`config.mk`:
```
export PLATFORM = sky130hd
export DESIGN_NAME = lssd_frame_seq
export DESIGN_NICKNAME = d
export VERILOG_FILES = /design/src/rtl/lssd_pkg.sv /design/src/rtl/lssd_frame_seq.sv
export SDC_FILE = /design/constraint.sdc
export NUM_CORES = 1
export LEC_CHECK = 0
export ABC_AREA = 1
export BUFFER_PORTS_ARGS = -buffer_cell sky130_fd_sc_hd__buf_2
export CORE_ASPECT_RATIO = 0.8
export CORE_MARGIN = 3
export CORE_UTILIZATION = 45
export CTS_BUF_LIST = sky130_fd_sc_hd__clkbuf_8
export DETAILED_ROUTE_END_ITERATION = 6
export GPL_TIMING_DRIVEN = 0
export PLACE_DENSITY_LB_ADDON = 0.1
export SETUP_SLACK_MARGIN = 0.02
export SYNTH_ARGS = -nofsm -noshare
export SYNTH_HDL_FRONTEND = slang
export SYNTH_SLANG_ARGS = --single-unit
```
`constraint.sdc`:
```
create_clock -name clk -period 3.55 [get_ports clk]
set_clock_uncertainty 0.05 [all_clocks]
set_input_delay 0.355 -clock clk [delete_from_list [all_inputs] [get_ports clk]]
set_output_delay 0.355 -clock clk [all_outputs]
set_load 0.005 [all_outputs]
```
`src/rtl/lssd_pkg.sv`:
```
`timescale 1ns / 1ps
`default_nettype none
// ---------------------------------------------------------------------------
// lssd_pkg
// Shared types, constants and the color scaling function of the LED strip
// serial driver.
// ---------------------------------------------------------------------------
package lssd_pkg;

	// Default strip length held in the pixel store
	localparam int unsigned LSSD_MAX_LEDS_DEF = 512;

	// Pixel word layout: marker, green, red, blue (5 bits each)
	localparam logic [15:0] LSSD_MARKER = 16'h8000;

	// Frame layout in bits
	localparam logic [5:0] LSSD_HEADER_BITS = 6'd32;
	localparam logic [3:0] LSSD_WORD_LAST   = 4'd15;

	// Action codes carried on tuser
	localparam logic [1:0] ACT_PIXEL_WRITE = 2'd0;
	localparam logic [1:0] ACT_SHOW        = 2'd1;
	localparam logic [1:0] ACT_TICK        = 2'd2;

	// One request to the single-port pixel store
	typedef struct packed {
		logic        wr_en;
		logic        rd_en;
		logic [9:0]  addr;
		logic [15:0] wr_data;
	} lssd_mem_req_t;

	// Result fields that wait in the read stage for the pixel store read
	typedef struct packed {
		logic       from_mem;
		logic [3:0] bit_sel;
		logic       clock_pulse;
		logic       busy;
		logic       accepted;
	} lssd_res_t;

	// floor(v * 31 / 255) without a divider
	function automatic logic [4:0] lssd_scale5(input logic [7:0] v);
		logic [13:0] x;
		logic [13:0] q;
		x = {1'b0, v, 5'b00000} - {6'b000000, v};
		q = (x + {8'h00, x[13:8]} + 14'd1) >> 8;
		return q[4:0];
	endfunction

endpackage
`default_nettype wire

```
`src/rtl/lssd_frame_seq.sv`:
```
`timescale 1ns / 1ps
`default_nettype none
// ---------------------------------------------------------------------------
// lssd_frame_seq
// Frame sequencer: decodes each action, keeps the frame position and
// issues pixel store writes and reads.
// ---------------------------------------------------------------------------
module lssd_frame_seq #(
	parameter int unsigned MAX_LEDS = lssd_pkg::LSSD_MAX_LEDS_DEF
) (
	input  wire                     clk,
	input  wire                     arst_n,
	input  wire                     fire,
	input  wire  [1:0]              action,
	input  wire  [9:0]              pixel_index,
	input  wire  [7:0]              red,
	input  wire  [7:0]              green,
	input  wire  [7:0]              blue,
	input  wire  [9:0]              led_count,
	output lssd_pkg::lssd_mem_req_t mem_req,
	output lssd_pkg::lssd_res_t     res
);
	import lssd_pkg::*;

	localparam logic [9:0] MAX_CNT = 10'(MAX_LEDS);

	typedef enum logic [1:0] {
		PH_IDLE,
		PH_HEADER,
		PH_DATA
	} phase_t;

	phase_t     phase_q, phase_d;
	logic [5:0] bit_cnt_q, bit_cnt_d;
	logic [9:0] led_pos_q, led_pos_d;
	logic [9:0] frame_len_q, frame_len_d;
	logic [9:0] pos_inc;
	logic       busy_now;

	assign pos_inc  = led_pos_q + 10'd1;
	assign busy_now = (phase_q == PH_HEADER) || (phase_q == PH_DATA);

	// Decode the action and step the frame
	always_comb begin
		phase_d         = phase_q;
		bit_cnt_d       = bit_cnt_q;
		led_pos_d       = led_pos_q;
		frame_len_d     = frame_len_q;
		mem_req.wr_en   = 1'b0;
		mem_req.rd_en   = 1'b0;
		mem_req.addr    = led_pos_q;
		mem_req.wr_data = {LSSD_MARKER[15], lssd_scale5(green), lssd_scale5(red),
			lssd_scale5(blue)};
		res             = '0;
		res.bit_sel     = ~bit_cnt_q[3:0];
		case (action)
			ACT_PIXEL_WRITE: begin
				mem_req.addr = pixel_index;
				if (pixel_index < MAX_CNT) begin
					mem_req.wr_en = fire;
					res.accepted  = 1'b1;
				end
				res.busy = busy_now;
			end
			ACT_SHOW: begin
				res.busy = 1'b1;
				if (!busy_now) begin
					res.accepted = 1'b1;
					frame_len_d  = (led_count > MAX_CNT) ? MAX_CNT : led_count;
					phase_d      = PH_HEADER;
					bit_cnt_d    = '0;
					led_pos_d    = '0;
				end
			end
			ACT_TICK: begin
				res.clock_pulse = 1'b1;
				res.accepted    = 1'b1;
				case (phase_q)
					PH_HEADER: begin
						res.busy  = 1'b1;
						bit_cnt_d = bit_cnt_q + 6'd1;
						if (bit_cnt_q == LSSD_HEADER_BITS - 6'd1) begin
							bit_cnt_d = '0;
							led_pos_d = '0;
							phase_d   = (frame_len_q == '0) ? PH_IDLE : PH_DATA;
						end
					end
					PH_DATA: begin
						res.busy      = 1'b1;
						res.from_mem  = (led_pos_q < MAX_CNT);
						mem_req.rd_en = fire;
						bit_cnt_d     = bit_cnt_q + 6'd1;
						if (bit_cnt_q[3:0] == LSSD_WORD_LAST) begin
							bit_cnt_d = '0;
							led_pos_d = pos_inc;
							if (pos_inc >= frame_len_q) begin
								phase_d   = PH_IDLE;
								led_pos_d = '0;
							end
						end
					end
					default: begin
						phase_d = PH_IDLE;
					end
				endcase
			end
			default: begin
				res = '0;
			end
		endcase
	end

	// Hold frame state, advance on each transfer
	always_ff @(posedge clk or negedge arst_n) begin
		if (!arst_n) begin
			phase_q     <= PH_IDLE;
			bit_cnt_q   <= '0;
			led_pos_q   <= '0;
			frame_len_q <= MAX_CNT;
		end else if (fire) begin
			phase_q     <= phase_d;
			bit_cnt_q   <= bit_cnt_d;
			led_pos_q   <= led_pos_d;
			frame_len_q <= frame_len_d;
		end
	end

endmodule
`default_nettype wire
```
After elaboration in Yosys (flattened, before gate mapping)
Index checks and enable logic that the tools add are counted.
{"block": "word_totals", "wordCells": 74, "latchBits": 0, "memories": 0, "ff_bits": 28, "mem_bits_rw": 0, "mem_bits_ro": 0, "output_inout_bits": 36, "input_bits": 49}
{"block": "op_classes", "n_reduce_logical": 10, "shift": 0, "eq_ne": 11, "n_mux": 32, "multipliers": 0, "bitwise": 2, "n_addsub": 11, "n_lt_le_gt_ge": 4, "div": 0}
{"op": "$mux W10", "count": 6}
{"op": "$sub A13 B8 Y14", "count": 3}
{"op": "$pmux W10 S2", "count": 2}
{"op": "$add A13 B1 Y13 const B", "count": 3}
{"op": "$add A13 B6 Y13", "count": 3}
{"op": "$pmux W6 S2", "count": 2}
{"op": "$lt A10 B10 Y1 const B", "count": 2}
{"op": "$mux W6", "count": 3}
{"op": "$ne A3 B3 Y1 const B", "count": 4}
{"op": "$reduce_and A6 Y1", "count": 2}
{"op": "$add A10 B1 Y10 const B", "count": 1}
{"op": "$ge A10 B10 Y1", "count": 1}
{"op": "$gt A10 B10 Y1 const B", "count": 1}
{"op": "$logic_not A10 Y1", "count": 1}
{"op": "$mux W1", "count": 10}
{"op": "$mux W2", "count": 5}
{"op": "$pmux W2 S2", "count": 2}
{"op": "$add A6 B1 Y6 const B", "count": 1}
{"op": "$eq A6 B5 Y1 const B", "count": 1}
{"op": "$pmux W2 S3", "count": 1}
{"op": "$eq A2 B1 Y1 const B", "count": 2}
{"op": "$eq A2 B2 Y1 const B", "count": 2}
{"op": "$eq A4 B4 Y1 const B", "count": 1}
{"op": "$mux W4", "count": 1}
{"op": "other kinds (10)", "count": 10}

Depth between registers and ports, before layout
Gate-level depths: netlist of run 1.
{"block": "depth", "word_depth": 6, "ltp_mapped": 21, "ltp_nobuf": 21}

Worst setup path before layout of run 1
No wires, ideal clock.
{"block": "synth_timing", "path_type": "in2out", "startpoint": "in blue[6]", "endpoint": "out mem_req[4] (netlist name)", "slack_ps": 524, "arrival_time_ps": 2621, "required_time_ps": 3145, "cell_stages": 19, "cell_sequence": "inv_1 -> ha_1 -> a21oi_2 -> inv_1 -> a21oi_4 -> nand2_2 -> nor2_1 -> nand3_1 -> xor2_1 -> ha_1 -> a21oi_1 -> nand2_1 -> a21oi_1 -> inv_1 -> nand2_1 -> nand2_2 -> nand2_1 -> nand2_1 -> nand2_1"}
{"element": "start, declared", "line_no": "lssd_frame_seq.sv:18", "source": "input wire [7:0] blue,"}
{"element": "end, declared", "line_no": "lssd_frame_seq.sv:20", "source": "output lssd_pkg::lssd_mem_req_t mem_req,"}

==> results of run 1 <==
[repair_timing]
action	4_1_cts	5_1_grt
setup endpoints to repair	4	14
cloned	0	0
setup buffers	0	5
pin swaps	0	16
hold buffers	0	0
gates resized for setup	2	27
[critical path: cells and delay by family]
family	cells	cell delay, ns
adders and majority gates	2	0.56
AOI/OAI and AO/OA	2	0.24
buffers and inverters	4	0.47
xor gates and xnor gates	2	0.35
and+or+nand+nor	6	0.98
[path summary, 6_finish.rpt]
check                                                start                         end  slack (ns)  cells after the start
worst max-delay path                                red[2]                  mem_req[8]        0.20                     16
worst min-delay path                                arst_n  frame_len_q[2]$_DFFE_PN0P_        0.03                      1
worst max register to register    led_pos_q[0]$_DFFE_PN0P_    led_pos_q[5]$_DFFE_PN0P_        0.47                     15
worst min register to register  frame_len_q[9]$_DFFE_PN1P_  frame_len_q[9]$_DFFE_PN1P_        0.46                      2
max in group asynchronous                           arst_n    bit_cnt_q[4]$_DFFE_PN0P_        2.99                      1
min in group clk                              led_count[6]  frame_len_q[6]$_DFFE_PN0P_        0.26                      3
[flip-flops by register name, summed over array words and instances, names as in the netlist]
name / cells
frame_len_q: 10
led_pos_q: 10
bit_cnt_q: 6
phase_q: 2
[Yosys cell counts (all sizes together), types with 3 or more instances]
| master | count | share of area |
|---|---|---|
| inv | 121 | 0.11 |
| nor3b | 3 | 0.0057 |
| nand4 | 18 | 0.028 |
| buf | 4 | 0.0060 |
| dfrtp | 27 | 0.17 |
| nand3b | 3 | 0.0057 |
| nand3 | 59 | 0.077 |
| ha | 40 | 0.13 |
| clkbuf | 5 | 0.0047 |
| nor3 | 15 | 0.028 |
| o21ai | 48 | 0.061 |
| xor2 | 22 | 0.051 |
| and2 | 3 | 0.0047 |
| or2 | 3 | 0.0047 |
| a21oi | 20 | 0.030 |
| xnor2 | 5 | 0.011 |
| nor2 | 68 | 0.074 |
| nand2 | 159 | 0.16 |
[cell families after synthesis]
| kind of cell | synth area share |
|---|---|
| simple gates | 0.395 |
| compound gates | 0.114 |
| xor+xnor | 0.0616 |
| buf+inv | 0.125 |
| other cells | 0.000946 |
| fa+ha+maj | 0.126 |
| flops | 0.177 |
[area by class of cell]
| type | count | area (um2) | share of cell area |
|---|---|---|---|
| Tap cell | 108 | 135 | 0.0284 |
| Buffer | 9 | 42.5 | 0.00893 |
| Multi-Input combinational cell | 480 | 2920 | 0.613 |
| Sequential cell | 28 | 702 | 0.147 |
| Inverter | 121 | 457 | 0.0959 |
| Timing Repair Buffer | 88 | 453 | 0.0951 |
| Clock buffer | 4 | 55.1 | 0.0116 |
[layer usage]
| layer | global-route usage | vias up | wire length, um |
|---|---|---|---|
| met1 | 0.275 | 1910 | 4960 |
| met3 | 0.0268 | 10 | 469 |
| met2 | 0.326 | 106 | 4640 |
| met4 | 0.0369 | 0 | 87 |
| li1 | - | 2235 | - |
| met5 | 0 | - | 0 |
[power by group]
group          switching, W  internal (W)  total [W]
clock              0.000106     0.0000997   0.000206
combinational      0.000501      0.000298   0.000799
sequential        0.0000433      0.000400   0.000444
total              0.000650      0.000798    0.00145
[metrics by stage]
step                power (W)   util  setup WS (ns)
floorplan            0.000980      -          0.524
global placement      0.00119  0.548         0.0329
global route          0.00160  0.578        -0.0250
detailed placement    0.00121  0.548        -0.0632
CTS                   0.00142  0.556         0.0302
finish                0.00145  0.578          0.199
[cell usage in the layout (no fill, tap or decap), types with 2 or more instances in the layout]
master / n
nor3_1: 10
nor2_4: 2
a21oi_4: 2
nor2_2: 13
inv_1: 109
inv_2: 11
ha_4: 6
and2_1: 3
clkbuf_8: 4
buf_4: 7
nor3b_1: 3
o21ai_1: 12
xnor2_1: 5
nand2_2: 19
a31oi_1: 2
nand3b_1: 3
nor2_1: 53
a21oi_2: 3
clkbuf_1: 5
or2_1: 2
nor3_4: 2
ha_1: 33
a21oi_1: 15
dfrtp_1: 27
nand2_1: 139
buf_2: 84
o21ai_0: 36
nand3_2: 4
nor4_1: 2
nand3_1: 55
nand4_1: 18
nor3_2: 3
xor2_1: 19
xor2_2: 2
==> summary.txt, run 1 <==
P&R area growth vs syn: 20.2%
Max IR drop VDD: 317 uV
Placer's final routability congestion estimate: 0.908
CTS tree: yes
Crit path max-delay cell type: ha_4
#FFs+latches synth: 28
CP endpoint kind: output pin
GRT Util Overall: 0.196
Critical Path RT: 3.14 ns
Post-Syn Area: 3960 um2
Non-Filler Instances: 838
Max-slew headroom: 0.567
Routed Antenna Nets: 0
Sequential share of the synthesized area: 0.177
Ys flop type: dfrtp_1
RSZ-0062 raised after global routing: yes
Largest net degree at the start of global routing: 29
Power Density: 304 nW/um2
Fillers: 824
Number of global-route vias before repair: 3885
Row count: 29
Leak: 2.56 nW
DP HPWL: 8310 um
Status: completed
Final min period: 3.35 ns
Nets: 820
Syn Nets: 727
IO Port Bufs: 83
Clk pin slew, worst setup/hold paths: 0.10 ns
Final worst-path cycle share: 0.944
Die ar.: 9970 um2
DR WL/cell: 12.1 um
Syn Area/Cell: 6.21 um2
Starting density of the core: 0.481
Min Hold Slack: 0.0319 ns
CTS buffer count: 3
Worst-path cell chain: buf_2 -> ha_4 -> or2_0 -> nand2_2 -> nand4_1 -> or2_1 -> xor2_1 -> inv_1 -> ha_4 -> a21oi_1 -> o21ai_0 -> inv_1 -> nand2_2 -> nand2_1 -> xnor2_1 -> buf_2
Global-route wire length before repair: 17000 um
Peak fanout along the critical path: 6
Initial antenna violation count: 0
Final setup vio count: 0
Final Hold Fails: 0
Worst slew pin tran: 0.650 ns
Initial DRC Count: 218
Slew Viols, Final: 0
Arr. time, crit path: 2.95 ns
Routed wire length: 10200 um
Max-cap violations: 0
Synth Instances: 638
Routed via count: 4261
Placed cell count: 829
EDFF count, synth: 0
Kind of critical path: in -> out
Layout cell share with drive strength beyond 1: 0.233
Die span in y: 89.9 um
Ant diodes: 0
Clock Sinks: 28
Number of I/O pins: 85
Final instance area: 4760 um2
Cell Area, Placed: 4510 um2
CP Launch Type: primary input
Syn. warnings: 0
Total grt overflow: 0
Drt drc: 0
Skew-Pair Late Insertion Delay: 0.28 ns
Distinct cells, synth: 46
HP Class: in -> async
Core Region: 8240 um2
H-Tree Level Count: 1
Fmax: 298 MHz
Die Wd: 111 um
Drt pass-1 iters: 4
Deepest clock path buffer count: 2
CP max stage delay: 0.29 ns
Clk root buf: clkbuf_8
Via-per-instance ratio: 5.08
TNS Setup: 0 ns
Synth async-reset ratio: 1.00
Note: power is estimated with default switching activity, not from simulation.
==> run 2, diff against run 1 <==
CAP_MARGIN = 20   (was default)
CTS_BUF_LIST = sky130_fd_sc_hd__clkbuf_8 sky130_fd_sc_hd__clkbuf_16   (was sky130_fd_sc_hd__clkbuf_8)
clock period = 3.31 ns   (was 3.55 ns; I/O delays follow)
==> summary.txt, run 2 (synthesis gave the netlist of run 1 again) <==
Status: completed
Core Region: 8240 um2 (unchanged)
Nets: 833 (+1.6%)
Starting density of the core: 0.481 (unchanged)
Cell Area, Placed: 4510 um2 (unchanged)
FF-to-FF Start: led_pos_q[0]$_DFFE_PN0P_
DP HPWL: 8310 um (unchanged)
Max IR drop VDD: 340 uV (+7.2%)
Die Wd: 111 um (unchanged)
Die span in y: 89.9 um (unchanged)
Max-cap violations: 0 (unchanged)
Initial antenna violation count: 0 (unchanged)
CTS buffer count: 3 (unchanged)
Final instance area: 5090 um2 (+6.8%)
Final setup vio count: 0 (unchanged)
Routed wire length: 11000 um (+7.8%)
Global-route wire length before repair: 17300 um (+1.3%)
Worst setup margin: 0.107 ns (-0.0915 ns)
Largest registers: frame_len_q x10, led_pos_q x10, bit_cnt_q x6
Most common cell after layout, fill and taps aside: nand2_1
Fmax: 312 MHz
Drt pass-1 iters: 5 (+1)
P&R area growth vs syn: 28.4%
Slew Viols, Final: 0 (unchanged)
R2R depth: 15 (unchanged)
Row count: 29 (unchanged)
Final Hold Fails: 0 (unchanged)
Skew-Pair Late Insertion Delay: 0.29 ns (about the same)
HP Class: in -> async
Reg2reg setup slack: 0.25 ns (-0.22 ns)
Routed Antenna Nets: 0 (unchanged)
Final worst-path cycle share: 0.968
Reg-to-Reg End: led_pos_q[9]$_DFFE_PN0P_
Total grt overflow: 0 (unchanged)
Routed via count: 4380 (+2.8%)
CP endpoint kind: output pin
Commonest cells after routing, fill and taps aside: 133 x nand2_1, 106 x inv_1, 77 x buf_2
Ant diodes: 0 (unchanged)
Clock Sinks: 28 (unchanged)
Kind of critical path: in -> out
DR WL/cell: 12.9 um (+6.2%)
Peak fanout along the critical path: 6 (unchanged)
Clk pin slew, worst setup/hold paths: 0.10 ns (about the same)
Critical Path RT: 2.93 ns (-0.21 ns)
Die ar.: 9970 um2 (unchanged)
Layout cell share with drive strength beyond 1: 0.280 (+0.0471)
RSZ-0062 raised after global routing: yes
Worst slew pin tran: 0.650 ns (+0.0000126 ns)
CTS tree: yes
Arr. time, crit path: 2.82 ns (-0.13 ns)
Via-per-instance ratio: 5.15 (+1.2%)
Max-slew headroom: 0.567 (about the same)
Post-Place Setup Slack: -0.255 ns (-0.192 ns)
Number of I/O pins: 85 (unchanged)
Deepest clock path buffer count: 2 (unchanged)
Clk root buf: clkbuf_8
Leak: 2.65 nW (+3.5%)
Drt drc: 0 (unchanged)
GRT Util Overall: 0.198 (+0.00213)
Placer's final routability congestion estimate: 0.908 (unchanged)
Post-CTS Hold Buffers: 0 (unchanged)
Initial DRC Count: 306 (+40%)
CP Launch Type: primary input
H-Tree Level Count: 1 (unchanged)
Final min period: 3.20 ns
Number of global-route vias before repair: 3937 (+1.3%)
Min Hold Slack: 0.00724 ns (-0.0246 ns)
IO Port Bufs: 83 (unchanged)
Power Density: 320 nW/um2 (+5.2%)
Largest net degree at the start of global routing: 29 (unchanged)
run 2: cell count changes in the layout (fill, tap and decap cells not counted), sizes merged:
| cell | change |
|---|---|
| nand2 | +1 |
| buf | +12 |
run 2: worst max-delay path by stage:
| stage | to | slack [ns] | from |
|---|---|---|---|
| after floorplan | mem_req[4] | 0.33 | blue[6] |
| after global placement | mem_req[2] | -0.16 | blue[6] |
| after detailed placement | mem_req[2] | -0.26 | blue[6] |
| after CTS | mem_req[8] | 0.02 | red[6] |
| after global routing | mem_req[3] | -0.09 | blue[6] |
| final | mem_req[8] | 0.11 | red[7] |
run 2: report_power, final:
group,leakage (nW),total [W],internal [W],switching (W)
clock,0.0288,0.000222,0.000107,0.000115
sequential,0.374,0.000475,0.000429,0.0000460
combinational,2.25,0.000930,0.000359,0.000570
run 2: what timing repair did:
action	in CTS	in global routing
pin swaps	6	42
setup endpoints to repair	14	15
buffers inserted	3	14
gates cloned	0	1
gates resized for setup	12	71
run 2: routing by layer:
metal | global-route usage | vias to the layer above | routed length, um
li1 | - | 2261 | -
met1 | 0.275 | 1981 | 5120
met2 | 0.333 | 115 | 5130
met3 | 0.0268 | 23 | 524
met4 | 0.0369 | 0 | 178
met5 | 0 | - | 0
run 2: worst max-delay path, stage by stage:
cell and delay, ns:
buf_6 0.09, inv_4 0.03, ha_4 0.25, or2_0 0.23, nand2_2 0.08, nand4_1 0.13
or2_1 0.27, xor2_1 0.20, inv_1 0.12, ha_4 0.29, a21oi_1 0.06, o21ai_0 0.19
inv_1 0.10, nand2_4 0.11, nand2_2 0.07, xnor2_2 0.14, buf_2 0.12
run 2: final cells by class:
class | instances | area (um2)
buffer | 9 | 42.5
clock buffer | 4 | 55.1
fill | 792 | 3150
inverter | 121 | 469
multi-input combinational | 481 | 3110
sequential | 28 | 702
tap | 108 | 135
timing repair buffer | 100 | 576
run 2: metrics by stage:
step / util / instances / TNS [ns] / total power, W
2_1_floorplan: - / 638 / 0 / 0.00105
3_3_place_gp: 0.548 / 829 / -0.723 / 0.00128
3_5_place_dp: 0.548 / 829 / -1.61 / 0.00130
4_1_cts: 0.566 / 836 / 0 / 0.00154
5_1_grt: 0.618 / 851 / -0.495 / 0.00179
6_report: 0.618 / 851 / 0 / 0.00163
==> run 3, diff against run 2 <==
RECOVER_POWER = 100   (was default)
==> summary.txt, run 3 (synthesis gave the netlist of run 1 again) <==
Status: finished with violations
Violated checks: max-capacitance violations, max-slew violations
Kind of critical path: in -> out
Final worst-path cycle share: 0.968 (about the same)
IO Port Bufs: 83 (unchanged)
P&R area growth vs syn: 27.4%
Final Hold Fails: 0 (unchanged)
Hold EP: frame_len_q[6]$_DFFE_PN0P_
Final Util: 0.613 (-0.00441)
Placer's final routability congestion estimate: 0.908 (unchanged)
CTS buffer count: 3 (unchanged)
Initial antenna violation count: 0 (unchanged)
RSZ-0062 raised after global routing: yes
Routed wire length: 10900 um (-0.52%)
Arr. time, crit path: 2.82 ns (about the same)
CP endpoint kind: output pin
Largest net degree at the start of global routing: 29 (unchanged)
CP Launch Type: primary input
Skew-Pair Late Insertion Delay: 0.28 ns (about the same)
CTS tree: yes
Reg2reg setup slack: 0.26 ns (about the same)
Via-per-instance ratio: 5.15 (+0.11%)
Clk pin slew, worst setup/hold paths: 0.10 ns (about the same)
Clk root buf: clkbuf_8
Worst-path cell chain: buf_6 -> inv_4 -> ha_4 -> or2_0 -> nand2_2 -> nand4_1 -> or2_1 -> xor2_1 -> inv_1 -> ha_4 -> a21oi_1 -> o21ai_0 -> inv_1 -> nand2_4 -> nand2_2 -> xnor2_2 -> buf_2
Number of I/O pins: 85 (unchanged)
Number of global-route vias before repair: 3937 (unchanged)
HP Class: in -> reg
Power Density: 319 nW/um2 (-0.21%)
FF-to-FF Start: led_pos_q[0]$_DFFE_PN0P_
Core Region: 8240 um2 (unchanged)
Slew Viols, Final: 29 (+29)
R2R depth: 15 (unchanged)
Worst slew pin tran: 1.56 ns (+0.906 ns)
Placed cell count: 829 (unchanged)
Routed Antenna Nets: 0 (unchanged)
Routed via count: 4385 (+0.11%)
Leak: 2.58 nW (-2.5%)
Reg-to-Reg End: led_pos_q[9]$_DFFE_PN0P_
Non-Filler Instances: 851 (unchanged)
Total power: 0.00161 W (-0.92%)
Die span in y: 89.9 um (unchanged)
GRT Util Overall: 0.198 (unchanged)
Max-cap violations: 1 (+1)
Drt pass-1 iters: 5 (unchanged)
CP max stage delay: 0.29 ns (about the same)
Die ar.: 9970 um2 (unchanged)
Layout cell share with drive strength beyond 1: 0.253 (-0.0269)
Max-slew headroom: -0.0375 (-0.604)
Starting density of the core: 0.481 (unchanged)
Max IR drop VDD: 339 uV (-0.31%)
Hold Path Origin: led_count[6]
Critical Path RT: 2.93 ns (about the same)
Row count: 29 (unchanged)
Final min period: 3.20 ns (+0.00153 ns)
Global-route wire length before repair: 17300 um (unchanged)
Drt drc: 0 (unchanged)
Post-Place Setup Slack: -0.255 ns (unchanged)
Crit path max-delay cell type: ha_4
Initial DRC Count: 281 (-8.2%)
Min Hold Slack: 0.239 ns (+0.232 ns)
Nets: 833 (unchanged)
Fmax: 312 MHz (about the same)
Deepest clock path buffer count: 2 (unchanged)
Largest registers: frame_len_q x10, led_pos_q x10, bit_cnt_q x6
Ant diodes: 0 (unchanged)
Most common cell after layout, fill and taps aside: nand2_1
DP HPWL: 8310 um (unchanged)
DR WL/cell: 12.8 um (-0.52%)
Post-CTS Hold Buffers: 0 (unchanged)
Peak fanout along the critical path: 6 (unchanged)
Commonest cells after routing, fill and taps aside: 134 x nand2_1, 106 x inv_1, 57 x buf_2
Die Wd: 111 um (unchanged)
Worst hold path depth: 3
H-Tree Level Count: 1 (unchanged)
Total grt overflow: 0 (unchanged)
Clock Sinks: 28 (unchanged)
Final setup vio count: 0 (unchanged)
Worst setup margin: 0.106 ns (-0.00153 ns)
run 3: metrics by stage:
step,setup TNS (ns),cell area [um2]
2_1_floorplan,0,3960
3_3_place_gp,-0.723,4510
3_5_place_dp,-1.61,4510
4_1_cts,0,4660
5_1_grt,-0.495,5050
6_report,0,5050
run 3: worst max-delay path, delay by kind of cell:
| family | cells | cell delay, ns |
|---|---|---|
| adders and majority gates | 2 | 0.54 |
| buffers and inverters | 5 | 0.46 |
| and+or+nand+nor | 6 | 0.89 |
| xor gates and xnor gates | 2 | 0.34 |
| AOI/OAI and AO/OA | 2 | 0.25 |
run 3: where the power goes:
part,internal (W),switching [W]
Clock,0.000107,0.000113
Sequential,0.000429,0.0000463
Combinational,0.000351,0.000565
run 3: final cells by class:
cell class / count / area (um2)
plain buffers: 9 / 42.5
clock buffers: 4 / 55.1
fillers: 799 / 3190
inverters: 121 / 469
multi-input cells: 481 / 3090
flip-flops and latches: 28 / 702
well taps: 108 / 135
repair buffers: 100 / 553
run 3: repair_timing:
action                                  CTS  global route
resized for setup                        12            71
setup buffers                             3            14
endpoints found under the setup margin   14            15
gates cloned                              0             1
pin swaps                                 6            42
run 3: how the worst max path moves through the flow:
| stage | end | slack, ns | startpoint |
|---|---|---|---|
| 2_1_floorplan | mem_req[4] | 0.33 | blue[6] |
| 3_3_place_gp | mem_req[2] | -0.16 | blue[6] |
| 3_5_place_dp | mem_req[2] | -0.26 | blue[6] |
| 4_1_cts | mem_req[8] | 0.02 | red[6] |
| 5_1_grt | mem_req[3] | -0.09 | blue[6] |
| 6_report | mem_req[8] | 0.11 | red[7] |
run 3: per-layer routing:
layer / global-route usage / up-vias / wire length (um)
met2: 0.333 / 112 / 5110
met3: 0.0268 / 23 / 471
met1: 0.275 / 1990 / 5120
met4: 0.0369 / 0 / 198
met5: 0 / - / 0
li1: - / 2260 / -
